File: src/rtl/core/crot_pkg.sv
`default_nettype none

package crot_pkg;

	// Entry and result formats
	localparam int ENTRY_WIDTH = 16;
	localparam int OUT_WIDTH   = 16;

	// Similarity sum/difference before and after range reduction
	localparam int SUM_WIDTH   = ENTRY_WIDTH + 1;
	localparam int RED_WIDTH   = 15;
	localparam int EXT_WIDTH   = (SUM_WIDTH > RED_WIDTH) ? SUM_WIDTH : RED_WIDTH;
	localparam int SHIFT_WIDTH = $clog2(EXT_WIDTH + 1);

	// Squares, norm and root search
	localparam int SQ_WIDTH    = 2 * RED_WIDTH;
	localparam int NORM_WIDTH  = SQ_WIDTH + 1;
	localparam int ROOT_WIDTH  = 16;
	localparam int RHS_WIDTH   = SQ_WIDTH + 2 * (ROOT_WIDTH - 1);
	localparam int CROSS_WIDTH = NORM_WIDTH + ROOT_WIDTH;
	localparam int CAND_WIDTH  = CROSS_WIDTH + ROOT_WIDTH + 1;

	localparam int FRONT_STAGES = 4;

	localparam logic [OUT_WIDTH-1:0] ONE_Q14 = OUT_WIDTH'(16384);

	typedef struct packed {
		logic signed [ENTRY_WIDTH-1:0] a_row0_col0;
		logic signed [ENTRY_WIDTH-1:0] a_row1_col0;
		logic signed [ENTRY_WIDTH-1:0] a_row0_col1;
		logic signed [ENTRY_WIDTH-1:0] a_row1_col1;
	} in_item_t;

	typedef struct packed {
		logic signed [OUT_WIDTH-1:0] r_row0_col0;
		logic signed [OUT_WIDTH-1:0] r_row1_col0;
		logic signed [OUT_WIDTH-1:0] r_row0_col1;
		logic signed [OUT_WIDTH-1:0] r_row1_col1;
		logic                        degenerate;
	} out_item_t;

	typedef struct packed {
		logic c_neg;
		logic s_neg;
		logic degen;
	} meta_t;

	typedef struct packed {
		meta_t                  meta;
		logic [NORM_WIDTH-1:0]  norm;
		logic [RHS_WIDTH-1:0]   rhs_c;
		logic [RHS_WIDTH-1:0]   rhs_s;
	} front_t;

endpackage

`default_nettype wire

File: src/rtl/core/crot_front.sv
`default_nettype none

module crot_front import crot_pkg::*; (
	input  wire logic     clk,
	input  wire logic     arst_n,
	input  wire logic     in_valid,
	input  wire in_item_t in_item,
	output logic          out_valid,
	output front_t        out_data
);

	function automatic logic signed [SUM_WIDTH-1:0] widen(input logic [ENTRY_WIDTH-1:0] v);
		return $signed({v[ENTRY_WIDTH-1], v});
	endfunction

	logic                        valid_s1, valid_s2, valid_s3, valid_s4;
	logic signed [SUM_WIDTH-1:0] csum_s1, sdif_s1;
	logic [RED_WIDTH-1:0]        cred_s2, sred_s2;
	meta_t                       meta_s2, meta_s3, meta_s4;
	logic [SQ_WIDTH-1:0]         csq_s3, ssq_s3;
	logic [NORM_WIDTH-1:0]       norm_s4;
	logic [RHS_WIDTH-1:0]        rhs_c_s4, rhs_s_s4;

	logic [SUM_WIDTH-1:0]   cmag, smag, mag_or;
	logic [SHIFT_WIDTH-1:0] shift;
	logic [EXT_WIDTH-1:0]   cext, sext;

	// Magnitudes, then drop low bits until both fit the reduced width
	always_comb begin
		cmag = csum_s1[SUM_WIDTH-1] ? $unsigned(-csum_s1) : $unsigned(csum_s1);
		smag = sdif_s1[SUM_WIDTH-1] ? $unsigned(-sdif_s1) : $unsigned(sdif_s1);
		mag_or = cmag | smag;
		shift = '0;
		for (int i = RED_WIDTH; i < SUM_WIDTH; i++) begin
			if (mag_or[i]) begin
				shift = SHIFT_WIDTH'(i - RED_WIDTH + 1);
			end
		end
		cext = EXT_WIDTH'(cmag) >> shift;
		sext = EXT_WIDTH'(smag) >> shift;
	end

	always_ff @(posedge clk or negedge arst_n) begin
		if (!arst_n) begin
			valid_s1 <= 1'b0;
			valid_s2 <= 1'b0;
			valid_s3 <= 1'b0;
			valid_s4 <= 1'b0;
		end else begin
			valid_s1 <= in_valid;
			valid_s2 <= valid_s1;
			valid_s3 <= valid_s2;
			valid_s4 <= valid_s3;
		end
	end

	always_ff @(posedge clk) begin
		csum_s1 <= widen(in_item.a_row0_col0) + widen(in_item.a_row1_col1);
		sdif_s1 <= widen(in_item.a_row0_col1) - widen(in_item.a_row1_col0);

		cred_s2       <= RED_WIDTH'(cext);
		sred_s2       <= RED_WIDTH'(sext);
		meta_s2.c_neg <= csum_s1[SUM_WIDTH-1];
		meta_s2.s_neg <= sdif_s1[SUM_WIDTH-1];
		meta_s2.degen <= (csum_s1 == '0) && (sdif_s1 == '0);

		csq_s3  <= SQ_WIDTH'(cred_s2) * SQ_WIDTH'(cred_s2);
		ssq_s3  <= SQ_WIDTH'(sred_s2) * SQ_WIDTH'(sred_s2);
		meta_s3 <= meta_s2;

		norm_s4  <= NORM_WIDTH'(csq_s3) + NORM_WIDTH'(ssq_s3);
		rhs_c_s4 <= RHS_WIDTH'(csq_s3) << (RHS_WIDTH - SQ_WIDTH);
		rhs_s_s4 <= RHS_WIDTH'(ssq_s3) << (RHS_WIDTH - SQ_WIDTH);
		meta_s4  <= meta_s3;
	end

	assign out_valid      = valid_s4;
	assign out_data.meta  = meta_s4;
	assign out_data.norm  = norm_s4;
	assign out_data.rhs_c = rhs_c_s4;
	assign out_data.rhs_s = rhs_s_s4;

endmodule

`default_nettype wire

File: config.mk
export PLATFORM = sky130hd
export DESIGN_NAME = crot_front
export DESIGN_NICKNAME = d
export VERILOG_FILES = /design/src/rtl/core/crot_pkg.sv /design/src/rtl/core/crot_front.sv
export SDC_FILE = /design/constraint.sdc
export NUM_CORES = 1
export LEC_CHECK = 0
export ABC_AREA = 1
export BUFFER_PORTS_ARGS = -buffer_cell sky130_fd_sc_hd__buf_2
export CORE_ASPECT_RATIO = 0.6
export CORE_MARGIN = 10
export CORE_UTILIZATION = 56
export CTS_CLUSTER_DIAMETER = 120
export CTS_CLUSTER_SIZE = 8
export DETAILED_ROUTE_END_ITERATION = 8
export PLACE_DENSITY = 0.83
export SLEW_MARGIN = 40
export SYNTH_ARGS = -nofsm -noshare
export SYNTH_HDL_FRONTEND = slang
export SYNTH_SLANG_ARGS = --single-unit
File: constraint.sdc
create_clock -name clk -period 5.7 [get_ports clk]
set_input_delay 1.71 -clock clk [delete_from_list [all_inputs] [get_ports clk]]
set_output_delay 1.71 -clock clk [all_outputs]
set_load 0.01 [all_outputs]
==> flow_summary_export.csv, run 1 <==
group,metric,value,unit
worst_setup_path,start_kind,"flip-flop",
floorplanning,core_area,0.0404,sq mm
floorplanning,io_pins,222,
run,maxCapViolCount,0,
worst_setup_path,end_kind,"flip-flop",
worst_setup_path,reg2reg_to,"ssq_s3[27]",
clock_tree,clock_path_buffers,3,
clock_tree,clk_pin_slew,0.05,ns
synth,post_synth_instance_area,0.0228,sq mm
clock_tree,clk_latency,0.59,ns
clock_tree,h-tree-depth,1,
routing,post_drt_wl_per_cell,16.2,um
routing,vias,18200,
sta,worstMarginPinSlew,0.728,ns
clock_tree,postCtsSetupBuffers,0,
synth,ys_warn_count,0,
cells_and_area,final_common_cell,"inv_1",
placement,gp_congestion,0.983,
routing,wl,57900,um
sta,finalSetupViolations,0,
cells_and_area,fillers,3473,
placement,dpl.hpwl,49200,um
sta,period_needed,5.49,ns
synth,yosys_most_used_dff,"dfxtp_1",
cells_and_area,most-common-layout-cells,"inv_1, nand2_1, fa_1",
worst_setup_path,cp-startpoint,"sred_s2[2]",
sta,grt_setup_unrepaired,"no",
sta,fin_worst_skew,0.0302,ns
floorplanning,die_h,176,um
global_routing,grt_pass1_wl,94800,um
worst_setup_path,critPathKind,"flip-flop to flip-flop",
worst_setup_path,worst-r2r-cell-count,24,
synth,syn_area_per_cell,8.00,sq um
global_routing,antenna_found_initial,2,
floorplanning,dieArea,0.0495,sq mm
routing,drc,0,
worst_setup_path,r2r_start,"sred_s2[2]",
clock_tree,clockRootBuffer,"clkbuf_16",
sta,slew-limit-headroom,51.4,%
synth,syn-instance-count,2854,
placement,pre_cts_ws,0.0952,ns
sta,setup_tns,0,ns
synth,synthArstFlopShare,1.79,%
min_path,worstHoldPathType,"flip-flop to flip-flop",
clock_tree,ctsHoldBuffers,0,
global_routing,grt_max_degree,36,
synth,ys_seq_area_share,19.7,%
min_path,min_to,"meta_s3[0]",
clock_tree,cts_buffers,31,
min_path,whs_path_depth,0,
routing,firstDrtPassIters,6,
worst_setup_path,rrSetupSlack,0.21,ns
floorplanning,rows,57,
sta,max_freq,182,MHz
clock_tree,cts_tree,"yes",
run_status,status,"complete, no violations",
clock_tree,cts.sinks,224,
placement,numPortBuffers,159,
routing,via_per_inst,5.10,
routing,antenna_left,0,
min_path,min-delay-start,"meta_s2[0]",
cells_and_area,area.growth.synth_to_final,9.88,%
worst_setup_path,arrival,5.94,ns
floorplanning,start_util,56.5,%
global_routing,grt_pass1_vias,18300,
synth,synth-seq-cells,224,
global_routing,overflow,0,
cells_and_area,final_layout_size_suffix_gt1_share,9.73,%
synth,yosysUniqueCellTypes,48,
global_routing,grtUsageTotal,23.5,%
worst_setup_path,path_max_fanout,9,
floorplanning,die_w,281,um
sta,finalHoldViolCount,0,
cells_and_area,nets,3627,
worst_setup_path,required,6.15,ns
sta,slew_violations,0,
sta,period_share,96.3,%
synth,synth_edf_count,0,
routing,first_iter_violations,1692,
sta,setup_slack,0.213,ns
## metal layers
metal	wire [um]	vias to the layer above	global-route usage [%]
met4	1270	2	5.00
met3	6150	81	6.25
met2	23100	867	33.8
met5	10	-	0
li1	-	8907	-
met1	27400	8375	34.6
## synth_stat cells (32+ instances only)
cell type  number  area share (%)
inv_1         651              11
nand2_1       587             9.7
fa_1          273              24
ha_1          247              14
dfxtp_1       220              19
nor2_1        167             2.7
a21oi_1       138             3.0
xor2_1        102             3.9
nand3_1        91             2.0
o21ai_0        70             1.5
buf_4          62             2.0
clkbuf_1       37            0.61
xnor2_1        32             1.2
## worst max-delay path: stages (launching register included)
cell and delay (ns):
dfxtp_2 0.38, buf_4 0.19, nand2_1 0.12, inv_1 0.07
fa_1 0.47, inv_1 0.05, fa_1 0.50, inv_1 0.06
fa_1 0.51, inv_1 0.06, fa_1 0.47, inv_1 0.05
fa_1 0.53, inv_1 0.06, fa_1 0.52, inv_1 0.04
ha_1 0.39, nand2_2 0.11, nor2_1 0.11, nand2_1 0.05
nand2_1 0.15, nand3_1 0.09, nand2_1 0.14, a21oi_1 0.10
xor2_1 0.14
## worst max path at each step
stage | endpoint | slack, ns | cells after the start
2_1_floorplan | csq_s3[26] | 0.35 | 21
5_1_grt | ssq_s3[23] | 0.01 | 23
3_3_place_gp | ssq_s3[23] | 0.16 | 23
6_report | ssq_s3[27] | 0.21 | 24
4_1_cts | ssq_s3[23] | 0.12 | 23
3_5_place_dp | ssq_s3[23] | 0.1 | 23
## area by class of cell
type,count,area [sq um],area share [%]
Timing Repair Buffer,203,1160,4.64
Clock buffer,34,787,3.14
Multi-Input combinational cell,1926,15400,61.6
Antenna cell,2,5.00,0.0200
Clock inverter,1,20.0,0.0798
Inverter,654,2460,9.80
Tap cell,531,664,2.65
Sequential cell,224,4530,18.1
## stage by stage
| stage | cells | utilization [%] | hold WS (ns) | area [sq um] |
|---|---|---|---|---|
| finish | 3575 | 62.1 | 0.326 | 25100 |
| global route | 3573 | 62.1 | 0.339 | 25100 |
| CTS | 3573 | 61.9 | 0.328 | 25000 |
| detailed placement | 3538 | 59.9 | 0.316 | 24200 |
| global placement | 3538 | 59.9 | 0.310 | 24200 |
| floorplan | 2915 | - | 0.310 | 23100 |
## flip-flops by register name, indices dropped and copies added (netlist names), 3 cells and up
register and cells:
norm_s4 31, csq_s3 29, rhs_c_s4 29, rhs_s_s4 29, ssq_s3 29, csum_s1 17
sdif_s1 17, cred_s2 15, sred_s2 15, meta_s2 3, meta_s3 3, out_data 3
## timing repair
item                                   4_1_cts  5_1_grt
gates resized for setup                      0       32
endpoints found under the hold margin        0        0
setup endpoints to repair                    0       25
## logic make-up (layout without fill, tap and decap cells)
group                      after synthesis  in the layout  share of synthesized area [%]
and+or+nand+nor                        923            923                           16.7
other                                    1             64                         0.0164
AOI/OAI and AO/OA                      287            287                           7.10
buffers and inverters                  765            892                           13.8
DFF                                    224            224                           19.7
xor gates and xnor gates               134            134                           5.14
adders and majority gates              520            520                           37.5
Power of run 1 is left out: the tool's default activity adds up to more than one toggle a clock period on the data nets, which glitch-free logic cannot reach.
==> inputs of run 2 (changes only) <==
--- a/config.mk
+++ b/config.mk
@@ -7,7 +7,6 @@
 export LEC_CHECK = 0
 export ABC_AREA = 1
 export BUFFER_PORTS_ARGS = -buffer_cell sky130_fd_sc_hd__buf_2
-export CORE_ASPECT_RATIO = 0.6
 export CORE_MARGIN = 10
 export CORE_UTILIZATION = 56
 export CTS_CLUSTER_DIAMETER = 120
==> run 2 against run 1 <==
Effect of this change:
- sequential share of layout area increased by 0.093 points
- count of clock-buffer cells in the layout increased by 4
- utilization increased by 0.29 points
- sequential cell count unchanged
- design area decreased by 0.43%
- cell count decreased by 0.62%
- wire length decreased by 6.4%
- first-iteration DRC count decreased by 25%
- clock skew decreased by 0.010 ns
- critical path depth decreased by 3
- die area decreased by 0.54%
- critical endpoint is now ssq_s3[29]
- largest cell class unchanged
==> flow_summary_export.csv, run 2 (same netlist as run 1, synthesis figures left out) <==
group,metric,value,unit
sta,slew-limit-headroom,53.5,%
worst_setup_path,critPathKind,"flip-flop to flip-flop",
clock_tree,cts.sinks,224,
routing,drc,0,
cells_and_area,nets,3610,
floorplanning,rows,73,
floorplanning,core_area,0.0400,sq mm
routing,via_per_inst,5.08,
run,maxCapViolCount,0,
worst_setup_path,path_max_fanout,10,
cells_and_area,seq_area,0.00454,sq mm
sta,setup_tns,0,ns
sta,period_share,94.3,%
worst_setup_path,end_kind,"flip-flop",
floorplanning,die_w,222,um
sta,holdWs,0.321,ns
placement,dpl.hpwl,46300,um
clock_tree,cts_buffers,34,
clock_tree,cts_tree,"yes",
clock_tree,clk_latency,0.52,ns
sta,grt_setup_unrepaired,"yes",
min_path,whs_path_depth,0,
routing,vias,18100,
sta,finalHoldViolCount,0,
cells_and_area,multiInputGateArea,0.0154,sq mm
sta,worstMarginPinSlew,0.696,ns
global_routing,grt_pass1_wl,91600,um
clock_tree,ctsHoldBuffers,0,
sta,finalSetupViolations,0,
clock_tree,h-tree-depth,2,
min_path,worstHoldPathType,"flip-flop to flip-flop",
cells_and_area,max_flop_register,"norm_s4",
floorplanning,start_util,57.1,%
routing,post_drt_wl_per_cell,15.3,um
floorplanning,io_pins,222,
min_path,min_to,"meta_s3[1]",
global_routing,overflow,0,
cells_and_area,area.growth.synth_to_final,9.41,%
routing,antenna_left,0,
placement,numPortBuffers,159,
sta,max_freq,186,MHz
worst_setup_path,reg2reg_to,"ssq_s3[29]",
worst_setup_path,required,6.11,ns
cells_and_area,final_common_cell,"inv_1",
worst_setup_path,start_kind,"flip-flop",
floorplanning,die_h,222,um
run_status,status,"complete, no violations",
global_routing,antenna_found_initial,1,
worst_setup_path,arrival,5.78,ns
worst_setup_path,rrSetupSlack,0.32,ns
cells_and_area,antenna_cells,0,
cells_and_area,largest_reg_flops,31,
global_routing,grt_pass1_vias,19000,
sta,period_needed,5.38,ns
clock_tree,clock_path_buffers,3,
worst_setup_path,worst-r2r-cell-count,21,
global_routing,grtUsageTotal,22.1,%
routing,first_iter_violations,1266,
floorplanning,dieArea,0.0492,sq mm
cells_and_area,fillers,3397,
min_path,min-delay-start,"meta_s2[1]",
placement,gp_congestion,0.976,
global_routing,grt_max_degree,36,
sta,fin_worst_skew,0.0201,ns
cells_and_area,final_layout_size_suffix_gt1_share,8.98,%
clock_tree,clockRootBuffer,"clkbuf_16",
clock_tree,clk_pin_slew,0.04,ns
worst_setup_path,r2r_start,"sred_s2[11]",
routing,firstDrtPassIters,5,
sta,slew_violations,0,
cells_and_area,most-common-layout-cells,"inv_1, nand2_1, fa_1",
routing,wl,54200,um
-- run 2: worst max-delay path by stage --
stage	startpoint	slack, ns	to
after floorplan	cred_s2[12]	0.35	csq_s3[26]
after global placement	cred_s2[7]	0.26	csq_s3[26]
after detailed placement	cred_s2[7]	0.05	csq_s3[26]
after CTS	cred_s2[7]	0.006	csq_s3[26]
after global routing	cred_s2[10]	0.001	csq_s3[26]
final	sred_s2[11]	0.32	ssq_s3[29]
-- run 2: cell type report --
class | instances | area share, %
inverter | 654 | 9.84
clock inverter | 3 | 0.165
multi-input combinational | 1926 | 61.7
clock buffer | 38 | 3.55
tap | 525 | 2.63
timing repair buffer | 183 | 3.91
sequential | 224 | 18.2
-- run 2: routing by layer --
layer / share of wire (%) / routed length [um] / global-route usage [%]
met5: 0 / 0 / 0
met4: 3.5 / 1870 / 7.98
met3: 6.9 / 3740 / 4.43
met2: 47 / 25700 / 37.6
met1: 42 / 22900 / 27.3
-- run 2: repair_timing --
action / 4_1_cts / 5_1_grt
buffers inserted: 0 / 0
resized for setup: 0 / 24
setup endpoints to repair: 0 / 32
-- run 2: stage by stage --
step | instances | util, % | setup WS, ns | instance area [sq um]
global placement | 3512 | 60.0 | 0.261 | 24000
floorplan | 2915 | - | 0.348 | 23100
global route | 3553 | 62.4 | 0.00123 | 25000
detailed placement | 3512 | 60.0 | 0.0466 | 24000
CTS | 3553 | 62.3 | 0.00554 | 24900
finish | 3553 | 62.4 | 0.325 | 25000
-- run 2: critical path, cell delays in order, from the launching register on --
cell and delay [ns]:
dfxtp_1 0.45, buf_4 0.25, nand2_1 0.11, inv_1 0.07
ha_1 0.22, inv_1 0.09, xor2_1 0.21, fa_1 0.49
fa_1 0.51, fa_1 0.57, fa_1 0.43, fa_1 0.47
ha_1 0.37, a21o_1 0.24, nor2_1 0.16, nor2_1 0.07
nor2_1 0.14, nor2_1 0.06, nor2_1 0.16, nand2_1 0.09
nand2_1 0.06, nand2_1 0.04
Power of run 2 is left out for the same reason.
==> inputs of run 3 (changes only) <==
--- a/config.mk
+++ b/config.mk
@@ -7,7 +7,7 @@
 export LEC_CHECK = 0
 export ABC_AREA = 1
 export BUFFER_PORTS_ARGS = -buffer_cell sky130_fd_sc_hd__buf_2
-export CORE_MARGIN = 10
+export CORE_MARGIN = 2
 export CORE_UTILIZATION = 56
 export CTS_CLUSTER_DIAMETER = 120
 export CTS_CLUSTER_SIZE = 8
==> run 3 against run 2 <==
Effect of this change:
- clock skew up 0.0078 ns
- die area down 14%
- cell count down 0.25%
- non-clock buffer count down 2
- via count down 0.76%
- first-iteration DRC count down 6.4%
- design area down 0.52%
- maximum frequency down 0.84%
- global-route usage up 3.2 points
- sequential cell count unchanged
- sequential share of layout area up 0.12 points
==> flow_summary_export.csv, run 3 (same netlist as run 1, synthesis figures left out) <==
group,metric,value,unit
run_status,status,"complete, no violations",
floorplanning,io_pins,222,
clock_tree,clock_path_buffers,3,
cells_and_area,final_layout_size_suffix_gt1_share,8.98,%
clock_tree,cts_buffers,31,
sta,slew_violations,0,
placement,numPortBuffers,159,
cells_and_area,antenna_cells,0,
floorplanning,die_w,206,um
placement,gp_congestion,0.988,
routing,via_per_inst,5.06,
global_routing,overflow,0,
clock_tree,cts.sinks,224,
placement,placed_cell_area,0.0240,sq mm
placement,dpl.hpwl,43700,um
routing,post_drt_wl_per_cell,14.6,um
worst_setup_path,end_kind,"flip-flop",
worst_setup_path,start_kind,"flip-flop",
global_routing,antenna_found_initial,1,
sta,fin_worst_skew,0.0280,ns
worst_setup_path,path_max_fanout,9,
sta,finalHoldViolCount,0,
routing,antenna_left,0,
clock_tree,h-tree-depth,1,
routing,drc,0,
floorplanning,die_h,206,um
sta,period_share,95.1,%
sta,worstMarginPinSlew,0.694,ns
worst_setup_path,critPathKind,"flip-flop to flip-flop",
sta,period_needed,5.42,ns
cells_and_area,most-common-layout-cells,"inv_1, nand2_1, fa_1",
clock_tree,cts_tree,"yes",
routing,firstDrtPassIters,6,
sta,setup_slack,0.279,ns
routing,top_layer_used,"met5",
global_routing,grtUsageTotal,25.3,%
routing,wl_met3,3460,um
sta,max_freq,184,MHz
global_routing,grt_pass1_wl,86700,um
routing,vias,17900,
cells_and_area,nets,3605,
routing,wl,51700,um
sta,slew-limit-headroom,53.7,%
routing,first_iter_violations,1185,
sta,holdWs,0.322,ns
cells_and_area,design_area,0.0248,sq mm
cells_and_area,largest_reg_flops,31,
sta,setup_tns,0,ns
routing,wl_met1,22500,um
cells_and_area,final_common_cell,"inv_1",
clock_tree,clockRootBuffer,"clkbuf_16",
clock_tree,clk_latency,0.58,ns
routing,wl_met2,24000,um
floorplanning,rows,73,
min_path,worstHoldPathType,"flip-flop to flip-flop",
floorplanning,start_util,57.1,%
run,maxCapViolCount,0,
placement,pre_cts_ws,0.125,ns
clock_tree,clk_pin_slew,0.05,ns
worst_setup_path,required,6.14,ns
global_routing,grt_pass1_vias,18000,
cells_and_area,max_flop_register,"norm_s4",
sta,finalSetupViolations,0,
floorplanning,dieArea,0.0424,sq mm
floorplanning,core_area,0.0400,sq mm
cells_and_area,area.growth.synth_to_final,8.84,%
global_routing,grt_max_degree,36,
worst_setup_path,arrival,5.86,ns
==> run 3: critical path, cell delays in order, from the launching register on <==
cell	delay (ns)
dfxtp_1	0.54
nand2_1	0.15
fa_1	0.57
fa_1	0.51
inv_1	0.06
fa_1	0.54
fa_1	0.46
fa_1	0.55
inv_1	0.06
fa_1	0.52
inv_1	0.04
ha_1	0.36
a21o_1	0.22
a21oi_1	0.26
nor2_1	0.07
o21ai_0	0.14
nand3_1	0.10
xor2_1	0.14
==> run 3: metrics by stage <==
stage | utilization (%) | cells
CTS | 62.0 | 3544
finish | 62.1 | 3544
floorplan | - | 2915
global placement | 60.0 | 3510
global route | 62.1 | 3544
detailed placement | 60.0 | 3510
==> run 3: timing repair <==
item | CTS | global route
setup endpoints to repair | 0 | 29
hold endpoints to repair | 0 | 0
hold buffers | 0 | 0
gates resized for setup | 0 | 32
setup buffers | 0 | 0
==> run 3: worst paths after layout <==
kind | slack [ns] | from | endpoint | cells past startpoint
min in group asynchronous | 0.92 | arst_n | out_valid | 1
max in group asynchronous | 4.64 | arst_n | valid_s1 | 1
worst min register to register | 0.32 | meta_s3[1] | out_data[152] | 0
worst max register to register | 0.28 | sred_s2[9] | ssq_s3[26] | 17
worst min-delay path | 0.32 | meta_s3[1] | out_data[152] | 0
worst max-delay path | 0.28 | sred_s2[9] | ssq_s3[26] | 17
==> run 3: cell type report <==
class	count	area, sq um
flip-flops and latches	224	4540
clock inverters	1	20.0
inverters	654	2460
clock buffers	33	783
fillers	3380	15200
repair buffers	181	961
multi-input cells	1926	15400
well taps	525	657
==> run 3: metal layers <==
metal / vias up / track usage (%)
li1: 8866 / -
met1: 8292 / 33.5
met2: 645 / 43.4
met3: 115 / 3.42
met4: 2 / 7.30
met5: - / 0
Power of run 3 is left out for the same reason.
